File: src/sv/tcw_pkg.sv
// Shared types and constants for the text console writer.
// Holds command codes, the classified operation item, queue sizing and back-end states.
// No dependencies.
package tcw_pkg;

	localparam int DEF_COLUMNS = 80;
	localparam int DEF_ROWS    = 25;
	localparam int QUEUE_DEPTH = 2;

	localparam logic [1:0] CMD_PUT   = 2'd0;
	localparam logic [1:0] CMD_CLEAR = 2'd1;
	localparam logic [1:0] CMD_READ  = 2'd2;

	localparam logic CFG_FOREGROUND = 1'b0;
	localparam logic CFG_BACKGROUND = 1'b1;

	localparam logic [7:0] CHAR_NEWLINE = 8'd10;
	localparam logic [7:0] CHAR_RETURN  = 8'd13;
	localparam logic [7:0] CHAR_BLANK   = 8'h20;
	localparam logic [7:0] RESET_ATTR   = 8'h0F;

	typedef enum logic [2:0] {
		OP_WRITE,
		OP_NEWLINE,
		OP_RETURN,
		OP_CLEAR,
		OP_READ,
		OP_NOP
	} op_kind_t;

	typedef struct packed {
		op_kind_t   kind;
		logic [7:0] ch;
		logic [4:0] row;
		logic [6:0] col;
	} op_t;

	typedef enum logic [1:0] {
		ST_IDLE,
		ST_READ,
		ST_BLANK_ROW,
		ST_CLEAR
	} back_state_t;

endpackage

File: src/sv/tcw_front.sv
// Front end: accepts command items, classifies them and registers the operation.
// Depends on tcw_pkg.
module tcw_front
	import tcw_pkg::*;
#(
	parameter int COLUMNS = DEF_COLUMNS,
	parameter int ROWS    = DEF_ROWS
) (
	input  logic       clk,
	input  logic       arst_n,
	input  logic       init_busy,
	input  logic       in_valid,
	output logic       in_ready,
	input  logic [1:0] cmd,
	input  logic [7:0] char_code,
	input  logic [4:0] read_row,
	input  logic [6:0] read_column,
	output logic       push_valid,
	input  logic       push_ready,
	output op_t        push_op
);

	logic valid_s1;
	op_t  op_s1;
	op_t  op_d;
	logic accept;
	logic read_ok;

	assign in_ready   = !init_busy && (!valid_s1 || push_ready);
	assign accept     = in_valid && in_ready;
	assign push_valid = valid_s1;
	assign push_op    = op_s1;
	assign read_ok    = (32'(read_row) < ROWS) && (32'(read_column) < COLUMNS);

	always_comb begin
		op_d.ch  = char_code;
		op_d.row = read_row;
		op_d.col = read_column;
		case (cmd)
			CMD_PUT: begin
				if (char_code == CHAR_NEWLINE) begin
					op_d.kind = OP_NEWLINE;
				end else if (char_code == CHAR_RETURN) begin
					op_d.kind = OP_RETURN;
				end else begin
					op_d.kind = OP_WRITE;
				end
			end
			CMD_CLEAR: op_d.kind = OP_CLEAR;
			CMD_READ: op_d.kind = read_ok ? OP_READ : OP_NOP;
			default: op_d.kind = OP_NOP;
		endcase
	end

	always_ff @(posedge clk or negedge arst_n) begin
		if (!arst_n) begin
			valid_s1 <= 1'b0;
		end else begin
			valid_s1 <= accept || (valid_s1 && !push_ready);
		end
	end

	always_ff @(posedge clk) begin
		if (accept) begin
			op_s1 <= op_d;
		end
	end

endmodule

File: config.mk
export PLATFORM = sky130hd
export DESIGN_NAME = tcw_front
export DESIGN_NICKNAME = d
export VERILOG_FILES = /design/src/sv/tcw_pkg.sv /design/src/sv/tcw_front.sv
export SDC_FILE = /design/constraint.sdc
export NUM_CORES = 1
export LEC_CHECK = 0
export BUFFER_PORTS_ARGS = -buffer_cell sky130_fd_sc_hd__clkbuf_2
export CELL_PAD_IN_SITES_DETAIL_PLACEMENT = 0
export CELL_PAD_IN_SITES_GLOBAL_PLACEMENT = 1
export CORE_ASPECT_RATIO = 0.7
export CORE_UTILIZATION = 28
export CTS_CLUSTER_DIAMETER = 40
export DETAILED_ROUTE_END_ITERATION = 8
export GPL_TIMING_DRIVEN = 0
export PLACE_DENSITY_LB_ADDON = 0.1
export SYNTH_ARGS = -nofsm -noshare
export SYNTH_HDL_FRONTEND = slang
export SYNTH_SLANG_ARGS = --single-unit
File: constraint.sdc
create_clock -name clk -period 2.15 [get_ports clk]
set_clock_uncertainty 0.2 [all_clocks]
set_input_delay 0.5375 -clock clk [delete_from_list [all_inputs] [get_ports clk]]
set_output_delay 0.5375 -clock clk [all_outputs]
set_load 0.01 [all_outputs]
==> impl_metrics.py <==
metrics = {
    "synth": {
        "yosysTopAreaCell": "edfxtp_1",
        "yosysWarnings": 0,
        "synth_top_area_share_pct": 85.19,
        "syn_nets": 66,
        "netlist_area_um2": 810.8,
        "syn_inst": 39,
        "synth_seq_cells": 24,
        "syn_avg_cell_area_um2": 20.79,
        "ys_seq_area_share_pct": 88.27,
        "synth_cell_type_count": 14,
        "synthTopCellsByArea": "edfxtp_1, dfrtp_1, nand2b_1",
    },
    "timing": {
        "slew-limit-headroom_pct": 25.94,
        "period_minus_slack_ns": 1.984,
        "setup_viol": 0,
        "worst_slew_pin_slew_ns": 1.110,
        "fin_crit_sh_pct": 92.30,
        "finalHoldViolations": 0,
        "drv_slew": 0,
        "rsz0062_at_grt": "false",
        "timing.fmax_ghz": 0.5039,
    },
    "placed_design": {
        "dpl.hpwl_um": 1285,
        "dp.cells": 124,
        "gp_congestion": 0.6737,
        "port_buffers": 51,
    },
    "critical_path": {
        "path_class": "flop to flop",
        "crit_path_start_kind": "flop",
        "crit_required_ns": 1.82,
        "critical-path-max-stage-delay_ns": 0.86,
        "cp_slowest_cell": "nor2_2",
        "worstPathCellList": "nor2b_1 > nor2_2",
        "cp.arrival_ns": 1.66,
        "critPathMaxFanout": 23,
        "endpoint_kind": "flop",
    },
    "die": {
        "start_util_pct": 31.30,
        "num_rows": 15,
        "die_area_um2": 3118,
        "core_um2": 2590,
        "io_pins": 52,
        "die_y_um": 47.02,
        "die_x_um": 66.32,
    },
    "detailed_routing": {
        "drc": 0,
        "vias": 551,
        "routed_wirelength_um": 1637,
        "ant_nets": 0,
        "drt-vias-per-instance": 4.271,
        "routedWlPerCell_um": 12.69,
        "dr.pass1.iters": 3,
        "first_iter_violations": 33,
    },
    "power_and_ir_drop": {
        "leakagePower_nw": 0.4986,
        "peakVddDrop_v": 0.0003149,
        "p_per_area_nw_per_um2": 756.5,
    },
    "clocking": {
        "cts_root_buffer": "clkbuf_8",
        "clock_sinks": 24,
        "cts_tree": "done",
        "holdBufCountCts": 1,
        "clk_latency_ns": 0.25,
        "post_cts_buffers": 0,
        "clock_path_buffers": 2,
        "htreeDepth": 1,
        "path_clk_slew_ns": 0.07,
        "post_cts_resized": 0,
        "numCtsBuffers": 3,
    },
    "grt": {
        "grt_usage_pct": 10.43,
        "grt_pass1_wl_um": 2270,
        "grt_pass1_vias": 490,
        "antenna_found_initial": 0,
        "grt_max_degree": 24,
        "overflow": 0,
    },
    "finish": {
        "n_fill_cell": 245,
        "fin_cells": 129,
        "nets": 123,
        "post-route-util_pct": 45.02,
        "drive_above_1_share_pct": 57.89,
        "diodes": 0,
        "syn2layout_area_growth_pct": 43.83,
    },
    "job": {
        "cap_viol_max_count": 0,
    },
    "min_path": {
        "hp-class": "input pin to flop",
    },
    "run_status": {
        "outcome": "completed",
    },
}
-- per-stage QoR --
stage	power [mW]	instance area [um^2]	setup TNS, ns	hold WS, ns	setup slack, ns
after floorplan	0.5820	813.3	0	0.04191	0.2487
after global placement	0.6341	1111	-2.706	0.1134	-0.1185
after detailed placement	0.6351	1111	-2.526	0.1150	-0.1108
after CTS	0.8976	1166	0	0.2517	0.1265
after global routing	0.9224	1166	0	0.2480	0.04131
final	0.8822	1166	0	0.2601	0.1656
-- final cells by class --
type                       count  area (um^2)  share of cell area (%)
buffer                         1        3.754                  0.3219
clock buffer                   4        45.04                   3.863
multi-input combinational     14        93.84                   8.047
sequential                    24        715.7                   61.37
tap                           34        42.54                   3.648
timing repair buffer          52        265.3                   22.75
-- critical path: cells and delay by family, from the launching register on --
kind	cells	cell delay, ns
and+or+nand+nor	2	1.02
DFF	1	0.38
-- path summary, 6_finish.rpt --
check,from,slack [ns],depth (start not counted),to
max,push_valid,0.17,2,push_op[10]
min,read_column[3],0.26,1,push_op[3]
max reg2reg,push_valid,0.17,2,push_op[10]
min reg2reg,push_valid,0.52,2,push_valid
max in group asynchronous,arst_n,1.26,2,push_valid
min in group asynchronous,arst_n,0.41,2,push_valid
-- routing by layer --
| metal | routed length (um) | GRT usage (%) | vias to the layer above | part of all wire [%] |
|---|---|---|---|---|
| met5 | 0 | 0 | - | 0 |
| li1 | - | - | 265 | - |
| met2 | 683 | 16.53 | 33 | 42 |
| met4 | 0 | 2.553 | 0 | 0 |
| met3 | 142 | 4.126 | 0 | 8.7 |
| met1 | 811 | 13.71 | 253 | 50 |
-- cell usage in the layout (no fill, tap or decap), types with 2 or more instances in the layout --
cell	n
nor2_1	2
clkbuf_2	51
clkbuf_1	2
clkbuf_8	3
nand2b_1	2
edfxtp_1	23
-- sequential cells by signal, indices dropped and copies added (netlist names) --
signal      flops
push_op        23
push_valid      1
-- logic make-up (layout without fill, tap and decap cells) --
| logic type | after synthesis | in the layout | synth area share, % |
|---|---|---|---|
| flip-flops | 24 | 24 | 88.27 |
| buffers and inverters | 1 | 57 | 0.4625 |
| AO/OA/AOI/OAI | 5 | 5 | 4.630 |
| AND/OR/NAND/NOR | 9 | 9 | 6.637 |
-- cells in the mapped netlist --
| master | number |
|---|---|
| o311ai_1 | 1 |
| nor2b_1 | 1 |
| nor2_1 | 3 |
| nand2b_1 | 2 |
| a21boi_1 | 1 |
| and3b_1 | 1 |
| a31oi_1 | 1 |
| nor4b_1 | 1 |
| dfrtp_1 | 1 |
| clkbuf_1 | 1 |
| nor4_1 | 1 |
| o21ai_0 | 1 |
| edfxtp_1 | 23 |
| a311o_1 | 1 |
-- report_power, final --
part	internal [mW]	total, mW	switching (mW)	leakage (nW)
logic	0.0377	0.0815	0.0438	0.250
registers	0.537	0.543	0.00549	0.226
clock network	0.132	0.258	0.126	0.0228
total	0.707	0.882	0.176	0.499
No activity file was read; power rests on OpenSTA's default activity.
