`src/sv/tcw_pkg.sv`:
```
// Shared types and constants for the text console writer.
// Holds command codes, the classified operation item, queue sizing and back-end states.
// No dependencies.
package tcw_pkg;

	localparam int DEF_COLUMNS = 80;
	localparam int DEF_ROWS    = 25;
	localparam int QUEUE_DEPTH = 2;

	localparam logic [1:0] CMD_PUT   = 2'd0;
	localparam logic [1:0] CMD_CLEAR = 2'd1;
	localparam logic [1:0] CMD_READ  = 2'd2;

	localparam logic CFG_FOREGROUND = 1'b0;
	localparam logic CFG_BACKGROUND = 1'b1;

	localparam logic [7:0] CHAR_NEWLINE = 8'd10;
	localparam logic [7:0] CHAR_RETURN  = 8'd13;
	localparam logic [7:0] CHAR_BLANK   = 8'h20;
	localparam logic [7:0] RESET_ATTR   = 8'h0F;

	typedef enum logic [2:0] {
		OP_WRITE,
		OP_NEWLINE,
		OP_RETURN,
		OP_CLEAR,
		OP_READ,
		OP_NOP
	} op_kind_t;

	typedef struct packed {
		op_kind_t   kind;
		logic [7:0] ch;
		logic [4:0] row;
		logic [6:0] col;
	} op_t;

	typedef enum logic [1:0] {
		ST_IDLE,
		ST_READ,
		ST_BLANK_ROW,
		ST_CLEAR
	} back_state_t;

endpackage

```
`src/sv/tcw_queue.sv`:
```
// Short operation queue between the front and back ends.
// Depends on tcw_pkg.
module tcw_queue
	import tcw_pkg::*;
(
	input  logic clk,
	input  logic arst_n,
	input  logic push_valid,
	output logic push_ready,
	input  op_t  push_op,
	output logic pop_valid,
	input  logic pop_ready,
	output op_t  pop_op
);

	localparam int PW = (QUEUE_DEPTH > 1) ? $clog2(QUEUE_DEPTH) : 1;
	localparam int NW = $clog2(QUEUE_DEPTH + 1);
	localparam logic [PW-1:0] LAST_PTR  = PW'(QUEUE_DEPTH - 1);
	localparam logic [NW-1:0] FULL_CNT  = NW'(QUEUE_DEPTH);

	op_t           entry_q [QUEUE_DEPTH];
	logic [PW-1:0] wr_ptr_q;
	logic [PW-1:0] rd_ptr_q;
	logic [NW-1:0] count_q;
	logic          do_push;
	logic          do_pop;

	assign push_ready = (count_q != FULL_CNT);
	assign pop_valid  = (count_q != '0);
	assign pop_op     = entry_q[rd_ptr_q];
	assign do_push    = push_valid && push_ready;
	assign do_pop     = pop_valid && pop_ready;

	always_ff @(posedge clk or negedge arst_n) begin
		if (!arst_n) begin
			wr_ptr_q <= '0;
			rd_ptr_q <= '0;
			count_q  <= '0;
		end else begin
			if (do_push) begin
				wr_ptr_q <= (wr_ptr_q == LAST_PTR) ? '0 : wr_ptr_q + 1'b1;
			end
			if (do_pop) begin
				rd_ptr_q <= (rd_ptr_q == LAST_PTR) ? '0 : rd_ptr_q + 1'b1;
			end
			if (do_push && !do_pop) begin
				count_q <= count_q + 1'b1;
			end else if (do_pop && !do_push) begin
				count_q <= count_q - 1'b1;
			end
		end
	end

	always_ff @(posedge clk) begin
		if (do_push) begin
			entry_q[wr_ptr_q] <= push_op;
		end
	end

endmodule

```
`config.mk`:
```
export PLATFORM = sky130hd
export DESIGN_NAME = tcw_queue
export DESIGN_NICKNAME = d
export VERILOG_FILES = /design/src/sv/tcw_pkg.sv /design/src/sv/tcw_queue.sv
export SDC_FILE = /design/constraint.sdc
export NUM_CORES = 1
export LEC_CHECK = 0
export BUFFER_PORTS_ARGS = -buffer_cell sky130_fd_sc_hd__buf_2
export CORE_AREA = 2 2 65 67
export DETAILED_ROUTE_END_ITERATION = 7
export DIE_AREA = 0 0 67 69
export MAX_ROUTING_LAYER = met4
export PLACE_DENSITY = 0.87
export SYNTH_ARGS = -nofsm -noshare
export SYNTH_HDL_FRONTEND = slang
export SYNTH_SLANG_ARGS = --single-unit
export TNS_END_PERCENT = 100
```
`constraint.sdc`:
```
create_clock -name clk -period 2.7 [get_ports clk]
set_input_delay 0.405 -clock clk [delete_from_list [all_inputs] [get_ports clk]]
set_output_delay 0.405 -clock clk [all_outputs]
set_load 0.01 [all_outputs]
```
==> impl_metrics.py, run 1 <==
metrics = {
    "place": {
        "dpl.cell_count": 192,
        "dp_worst_setup_slack_ps": 961,
        "port_buffers": 51,
        "hpwl_um": 2300,
        "gp_congestion": 0.603,
    },
    "cts": {
        "clk_path_buf_depth": 2,
        "clk_latency_ps": 300,
        "cts_root_buf": "clkbuf_8",
        "cts_setup_buffers": 0,
        "cts.sinks": 50,
        "cts_buffers": 5,
        "path_clk_slew_ps": 80,
        "htreeDepth": 2,
        "cts_tree": "yes",
    },
    "synth": {
        "synthTopCellsByArea": "edfxtp_1 70%, mux2_4 15%, dfrtp_1 5.1%",
        "synth_warnings": 0,
        "synth_top_family_by_area": "multiplexers",
        "synth.top_cell.area_share_pct": 70.5,
        "synth_edf_count": 46,
        "yosysSeqAreaShare_pct": 75.6,
        "syn-num-nets": 118,
        "synthMuxAreaShare_pct": 16.9,
        "syn_area_um2": 1960,
        "synth_compound_area_share_pct": 0,
        "async_reset_ff_share_pct": 8.00,
        "synth_seq_cells": 50,
        "synth_xor_area_share_pct": 2.23,
        "syn_area_per_cell_um2": 21.8,
        "synthFlopType": "edfxtp_1",
        "synthCells": 90,
        "yosys-top-cells-count": "46 x edfxtp_1, 19 x mux2_4, 4 x dfrtp_1, 4 x mux2_2, 3 x xnor2_1",
        "synth_most_common_cell": "edfxtp_1",
        "yosysTopAreaCell": "edfxtp_1",
        "synthAdderAreaFrac_pct": 0.639,
        "synth.distinct_cells": 16,
        "synth-simple-area-share_pct": 1.85,
    },
    "power": {
        "leakagePower_nw": 0.978,
        "p_int_w": 0.00180,
        "pwr_density_cell_nw_per_um2": 1060,
        "combPwrFrac_pct": 35.0,
        "ir_drop_v": 0.000539,
        "switching_share_pct": 28.8,
        "pwr-share-clk_pct": 20.2,
        "p_seq_share_pct": 44.8,
        "power.switching_w": 0.000727,
    },
    "drt": {
        "ant_nets": 0,
        "drc_errors": 0,
        "dr.pass1.iters": 4,
        "first_iter_violations": 65,
        "num_vias": 975,
        "wl_per_cell_um": 15.1,
        "routed_wl_um": 3040,
        "viasPerCell": 4.85,
    },
    "global_route": {
        "grt_pass1_wl_um": 4700,
        "antenna_found_initial": 0,
        "grt_use_total_pct": 14.8,
        "grt_max_degree": 17,
        "overflow": 0,
        "grt_pass1_vias": 981,
    },
    "timing": {
        "fmax_ghz": 0.535,
        "slew_violations": 0,
        "final.setup.worst_slack_ps": 830,
        "setup_viol": 0,
        "fin_setup_tns_ps": 0,
        "final_hold_viol_count": 0,
        "worst_pin_slew_ps": 494,
        "timing.hold.ws_ps": 295,
        "rsz0062_at_grt": "false",
        "skew_ps": 1.93,
        "post-route-min-period_ps": 1870,
        "period_share_pct": 69.3,
        "slew_headroom_pct": 67.0,
    },
    "layout": {
        "n_antenna_cell": 0,
        "stdcell_count": 201,
        "post_route_cells_drive_above_1_share_pct": 58.3,
        "fill_cells": 308,
        "nets": 178,
        "area_growth_pct": 21.5,
    },
    "setup_path": {
        "crit_required_ps": 2300,
        "worstPathMaxFanout": 16,
        "path_class": "reg -> out",
        "cp.arrival_ps": 1470,
        "crit_path_start_kind": "register",
        "end_kind": "output port",
    },
    "floorplan": {
        "coreArea_um2": 3910,
        "dieArea_um2": 4620,
        "fp.dieW_um": 67,
        "die_y_um": 69,
        "io_pins": 52,
        "start_util_pct": 50.1,
        "rows": 23,
    },
    "hold_path": {
        "min_path_type": "in -> reg",
    },
    "job": {
        "cap_violations": 0,
    },
    "status": {
        "outcome": "finished clean",
    },
}
## registers in the layout, indices dropped and copies added (netlist names)
name      count
wr_ptr_q      1
rd_ptr_q      1
count_q       2
entry_q      46
## area by class of cell
cell class	instances	area [um^2]	area share, %
inverter	1	3.75	0.158
clock inverter	3	43.8	1.84
tap	50	62.6	2.63
timing repair buffer	56	295	12.4
multi-input combinational	36	425	17.9
clock buffer	5	68.8	2.89
sequential	50	1480	62.2
## worst paths after layout
check,start,to,slack [ps],cells past startpoint
worst min-delay path,push_op[2],entry_q[1][2]$_DFFE_PP_,290,1
worst max-delay path,rd_ptr_q$_DFFE_PN0P_,pop_op[2],830,3
worst min register to register,count_q[1]$_DFFE_PN0P_,count_q[1]$_DFFE_PN0P_,500,1
max in group asynchronous,arst_n,rd_ptr_q$_DFFE_PN0P_,2150,2
min in group asynchronous,arst_n,count_q[1]$_DFFE_PN0P_,440,2
worst max register to register,count_q[0]$_DFFE_PN0P_,entry_q[0][19]$_DFFE_PP_,970,4
## power groups by stage
stage          Sequential, W  Clock [W]  Combinational [W]
6_report             0.00113   0.000509           0.000884
3_3_place_gp         0.00113          0           0.000870
5_1_grt              0.00115   0.000556           0.000965
3_5_place_dp         0.00115          0           0.000895
2_1_floorplan        0.00113          0           0.000682
4_1_cts              0.00113   0.000529           0.000900
## layout by cell type, fill, tap and decap left out, types with 2 or more instances in the layout
master    netlist  routed
xnor2_1         3       3
clkbuf_8        0       5
buf_2           0      51
dfrtp_1         4       4
mux2_4         19      19
buf_4           0       4
xor2_1          2       2
edfxtp_1       46      46
mux2_2          4       4
## worst max-delay path: stages, from the launching register on
cell	delay, ps
dfrtp_1	360
buf_4	290
mux2_2	380
buf_2	140
## timing repair
action	CTS	global route
endpoints found under the hold margin	4	0
hold buffers	1	0
setup endpoints to repair	0	0
gates resized for setup	0	0
## per-layer routing
metal / track usage [%] / routed length (um)
met1: 17.4 / 1280
met2: 23.4 / 1530
met5: - / 0
met4: 5.44 / 34
met3: 4.89 / 199
## per-stage QoR
stage / utilization [%] / instance area, um^2 / total power [W]
after floorplan: - / 1960 / 0.00181
after global placement: 57.7 / 2260 / 0.00200
after detailed placement: 57.7 / 2260 / 0.00205
after CTS: 60.8 / 2380 / 0.00256
after global routing: 60.8 / 2380 / 0.00267
final: 60.8 / 2380 / 0.00252
## cell families (layout without fill, tap and decap cells)
| logic type | count (synthesis) | after routing |
|---|---|---|
| multiplexers | 23 | 23 |
| flip-flops | 50 | 50 |
| AND/OR/NAND/NOR | 7 | 7 |
| XOR/XNOR | 5 | 5 |
| adder cells (fa/ha/maj) | 1 | 1 |
| buffers and inverters | 4 | 65 |
(Power assumes the default switching activity.)
==> run 2, diff against run 1 <==
--- a/config.mk
+++ b/config.mk
@@ -5,12 +5,13 @@
 export SDC_FILE = /design/constraint.sdc
 export NUM_CORES = 1
 export LEC_CHECK = 0
+export ABC_AREA = 1
 export BUFFER_PORTS_ARGS = -buffer_cell sky130_fd_sc_hd__buf_2
-export CORE_AREA = 2 2 65 67
+export CORE_AREA = 2 2 66 68
 export DETAILED_ROUTE_END_ITERATION = 7
-export DIE_AREA = 0 0 67 69
+export DIE_AREA = 0 0 68 70
 export MAX_ROUTING_LAYER = met4
-export PLACE_DENSITY = 0.87
+export PLACE_DENSITY = 0.85
 export SYNTH_ARGS = -nofsm -noshare
 export SYNTH_HDL_FRONTEND = slang
 export SYNTH_SLANG_ARGS = --single-unit
==> constraint.sdc (replaced) <==
create_clock -name clk -period 1.83 [get_ports clk]
set_input_delay 0.2745 -clock clk [delete_from_list [all_inputs] [get_ports clk]]
set_output_delay 0.2745 -clock clk [all_outputs]
set_load 0.01 [all_outputs]
==> impl_metrics.py, run 2 <==
metrics = {
    "timing": {
        "setup_viol": 0,
        "skew_ps": 2.97,
        "post-route-min-period_ps": 1600,
        "fmax_ghz": 0.623,
        "period_share_pct": 87.7,
        "slew_violations": 0,
        "fin_setup_tns_ps": 0,
        "rsz0062_at_grt": "false",
        "final_hold_viol_count": 0,
        "timing.hold.ws_ps": 175,
        "worst_pin_slew_ps": 310,
        "slew_headroom_pct": 79.3,
    },
    "synth": {
        "yosysSeqAreaShare_pct": 75.4,
        "synth_warnings": 0,
        "yosys-top-cells-count": "69 x nand2_1, 46 x edfxtp_1, 8 x nand2_2, 4 x dfrtp_1, 4 x inv_1",
        "synth_most_common_cell": "nand2_1",
        "synth_seq_cells": 50,
        "async_reset_ff_share_pct": 8.00,
        "synthCells": 149,
        "syn-num-nets": 177,
        "synthFlopType": "edfxtp_1",
        "yosysTopAreaCell": "edfxtp_1",
        "syn_area_um2": 1960,
        "synth.distinct_cells": 17,
        "synthTopCellsByArea": "edfxtp_1 70%, nand2_1 13%, dfrtp_1 5.1%",
        "synth.top_cell.area_share_pct": 70.3,
        "syn_area_per_cell_um2": 13.2,
        "synth_edf_count": 46,
    },
    "drt": {
        "wl_per_cell_um": 11.8,
        "ant_nets": 0,
        "num_vias": 1182,
        "first_iter_violations": 43,
        "drc_errors": 0,
        "dr.pass1.iters": 2,
        "viasPerCell": 4.55,
        "routed_wl_um": 3060,
    },
    "layout": {
        "fill_cells": 349,
        "stdcell_count": 260,
        "area_growth_pct": 20.2,
        "final_cell_mix": "69 x nand2_1, 51 x buf_2, 46 x edfxtp_1, 8 x nand2_2, 6 x buf_4",
        "n_antenna_cell": 0,
        "top_register": "entry_q",
        "nets": 237,
        "post_route_cells_drive_above_1_share_pct": 37.5,
        "largest_reg_flops": 46,
        "top_regs": "entry_q (46), count_q (2)",
        "layout_commonest_cell": "nand2_1",
    },
    "cts": {
        "clk_latency_ps": 280,
        "cts.sinks": 50,
        "cts_root_buf": "clkbuf_8",
        "path_clk_slew_ps": 80,
        "cts_hold_buffers": 1,
        "htreeDepth": 2,
        "cts_setup_buffers": 0,
        "clk_path_buf_depth": 2,
        "cts_buffers": 5,
        "cts_tree": "yes",
        "post_cts_resize_count": 0,
    },
    "power": {
        "leakagePower_nw": 1.05,
        "ir_drop_v": 0.000715,
        "pwr_density_cell_nw_per_um2": 1500,
    },
    "floorplan": {
        "coreArea_um2": 4140,
        "dieArea_um2": 4760,
        "io_pins": 52,
        "fp.dieW_um": 68,
        "start_util_pct": 47.4,
        "die_y_um": 70,
        "rows": 24,
    },
    "setup_path": {
        "crit_required_ps": 1560,
        "worstPathMaxFanout": 12,
        "cp.arrival_ps": 1330,
        "path_class": "reg -> out",
        "end_kind": "output port",
        "crit_path_start_kind": "register",
    },
    "global_route": {
        "grt_pass1_vias": 1239,
        "overflow": 0,
        "grt_max_degree": 25,
        "grt_use_total_pct": 15.0,
        "antenna_found_initial": 0,
        "grt_pass1_wl_um": 5020,
    },
    "place": {
        "gp_congestion": 0.715,
        "port_buffers": 51,
        "hpwl_um": 2220,
        "dpl.cell_count": 253,
    },
    "job": {
        "cap_violations": 0,
    },
    "status": {
        "outcome": "finished clean",
    },
    "hold_path": {
        "min_path_type": "in -> reg",
    },
}
[run 2: cell types whose count changed after synthesis, sizes merged]
cell / previous run / this run
nand4: 0 / 1
xnor2: 3 / 1
inv: 1 / 7
mux2: 23 / 0
and3: 1 / 0
xor2: 2 / 1
or2: 1 / 0
nand2: 2 / 79
nand2b: 1 / 0
buf: 3 / 5
nand3: 0 / 2
[run 2: final cells by class]
class | count | area, um^2 | share of cell area (%)
Timing Repair Buffer | 58 | 310 | 13.1
Sequential cell | 50 | 1480 | 62.7
Multi-Input combinational cell | 87 | 398 | 16.9
Clock inverter | 1 | 3.75 | 0.159
Tap cell | 52 | 65.1 | 2.76
Inverter | 7 | 33.8 | 1.43
Clock buffer | 5 | 68.8 | 2.91
[run 2: where the power goes]
part | internal (W) | switching (W)
sequential | 0.00157 | 0.000118
clock | 0.000249 | 0.000294
combinational | 0.000497 | 0.000825
[run 2: through the flow]
| stage | instance area [um^2] | utilization (%) | total power [W] | setup WS, ps |
|---|---|---|---|---|
| 3_5_place_dp | 2280 | 55.0 | 0.00307 | 429 |
| 5_1_grt | 2360 | 57.0 | 0.00383 | 131 |
| 6_report | 2360 | 57.0 | 0.00355 | 225 |
| 2_1_floorplan | 1960 | - | 0.00262 | -147 |
| 4_1_cts | 2360 | 57.0 | 0.00361 | 197 |
| 3_3_place_gp | 2280 | 55.0 | 0.00302 | 500 |
[run 2: path summary, 6_finish.rpt]
kind,slack [ps],endpoint,depth (start not counted),startpoint
max reg2reg,430,count_q[1]$_DFFE_PN0P_,9,count_q[0]$_DFFE_PN0P_
min,170,entry_q[0][8]$_DFFE_PP_,1,push_op[8]
max in group asynchronous,1390,count_q[0]$_DFFE_PN0P_,2,arst_n
min in group asynchronous,320,count_q[1]$_DFFE_PN0P_,2,arst_n
min reg2reg,510,count_q[0]$_DFFE_PN0P_,1,count_q[0]$_DFFE_PN0P_
max,230,pop_op[11],4,rd_ptr_q$_DFFE_PN0P_
[run 2: worst max-delay path, stage by stage, from the launching register on]
cell	delay, ps
dfrtp_1	530
buf_4	250
nand2_1	70
nand2_1	70
buf_2	120
[run 2: routing by layer]
layer | track usage (%) | vias to the layer above | share of wire, %
met4 | 5.33 | 0 | 1.6
met2 | 25.8 | 35 | 55
met5 | - | - | 0
li1 | - | 608 | -
met3 | 4.99 | 5 | 5.8
met1 | 15.5 | 534 | 37
[run 2: cell families after synthesis]
group | Yosys count | synth area share, %
xor+xnor | 2 | 1.27
fa+ha+maj | 1 | 0.637
buf+inv | 12 | 4.59
flops | 50 | 75.4
simple gates | 84 | 18.1
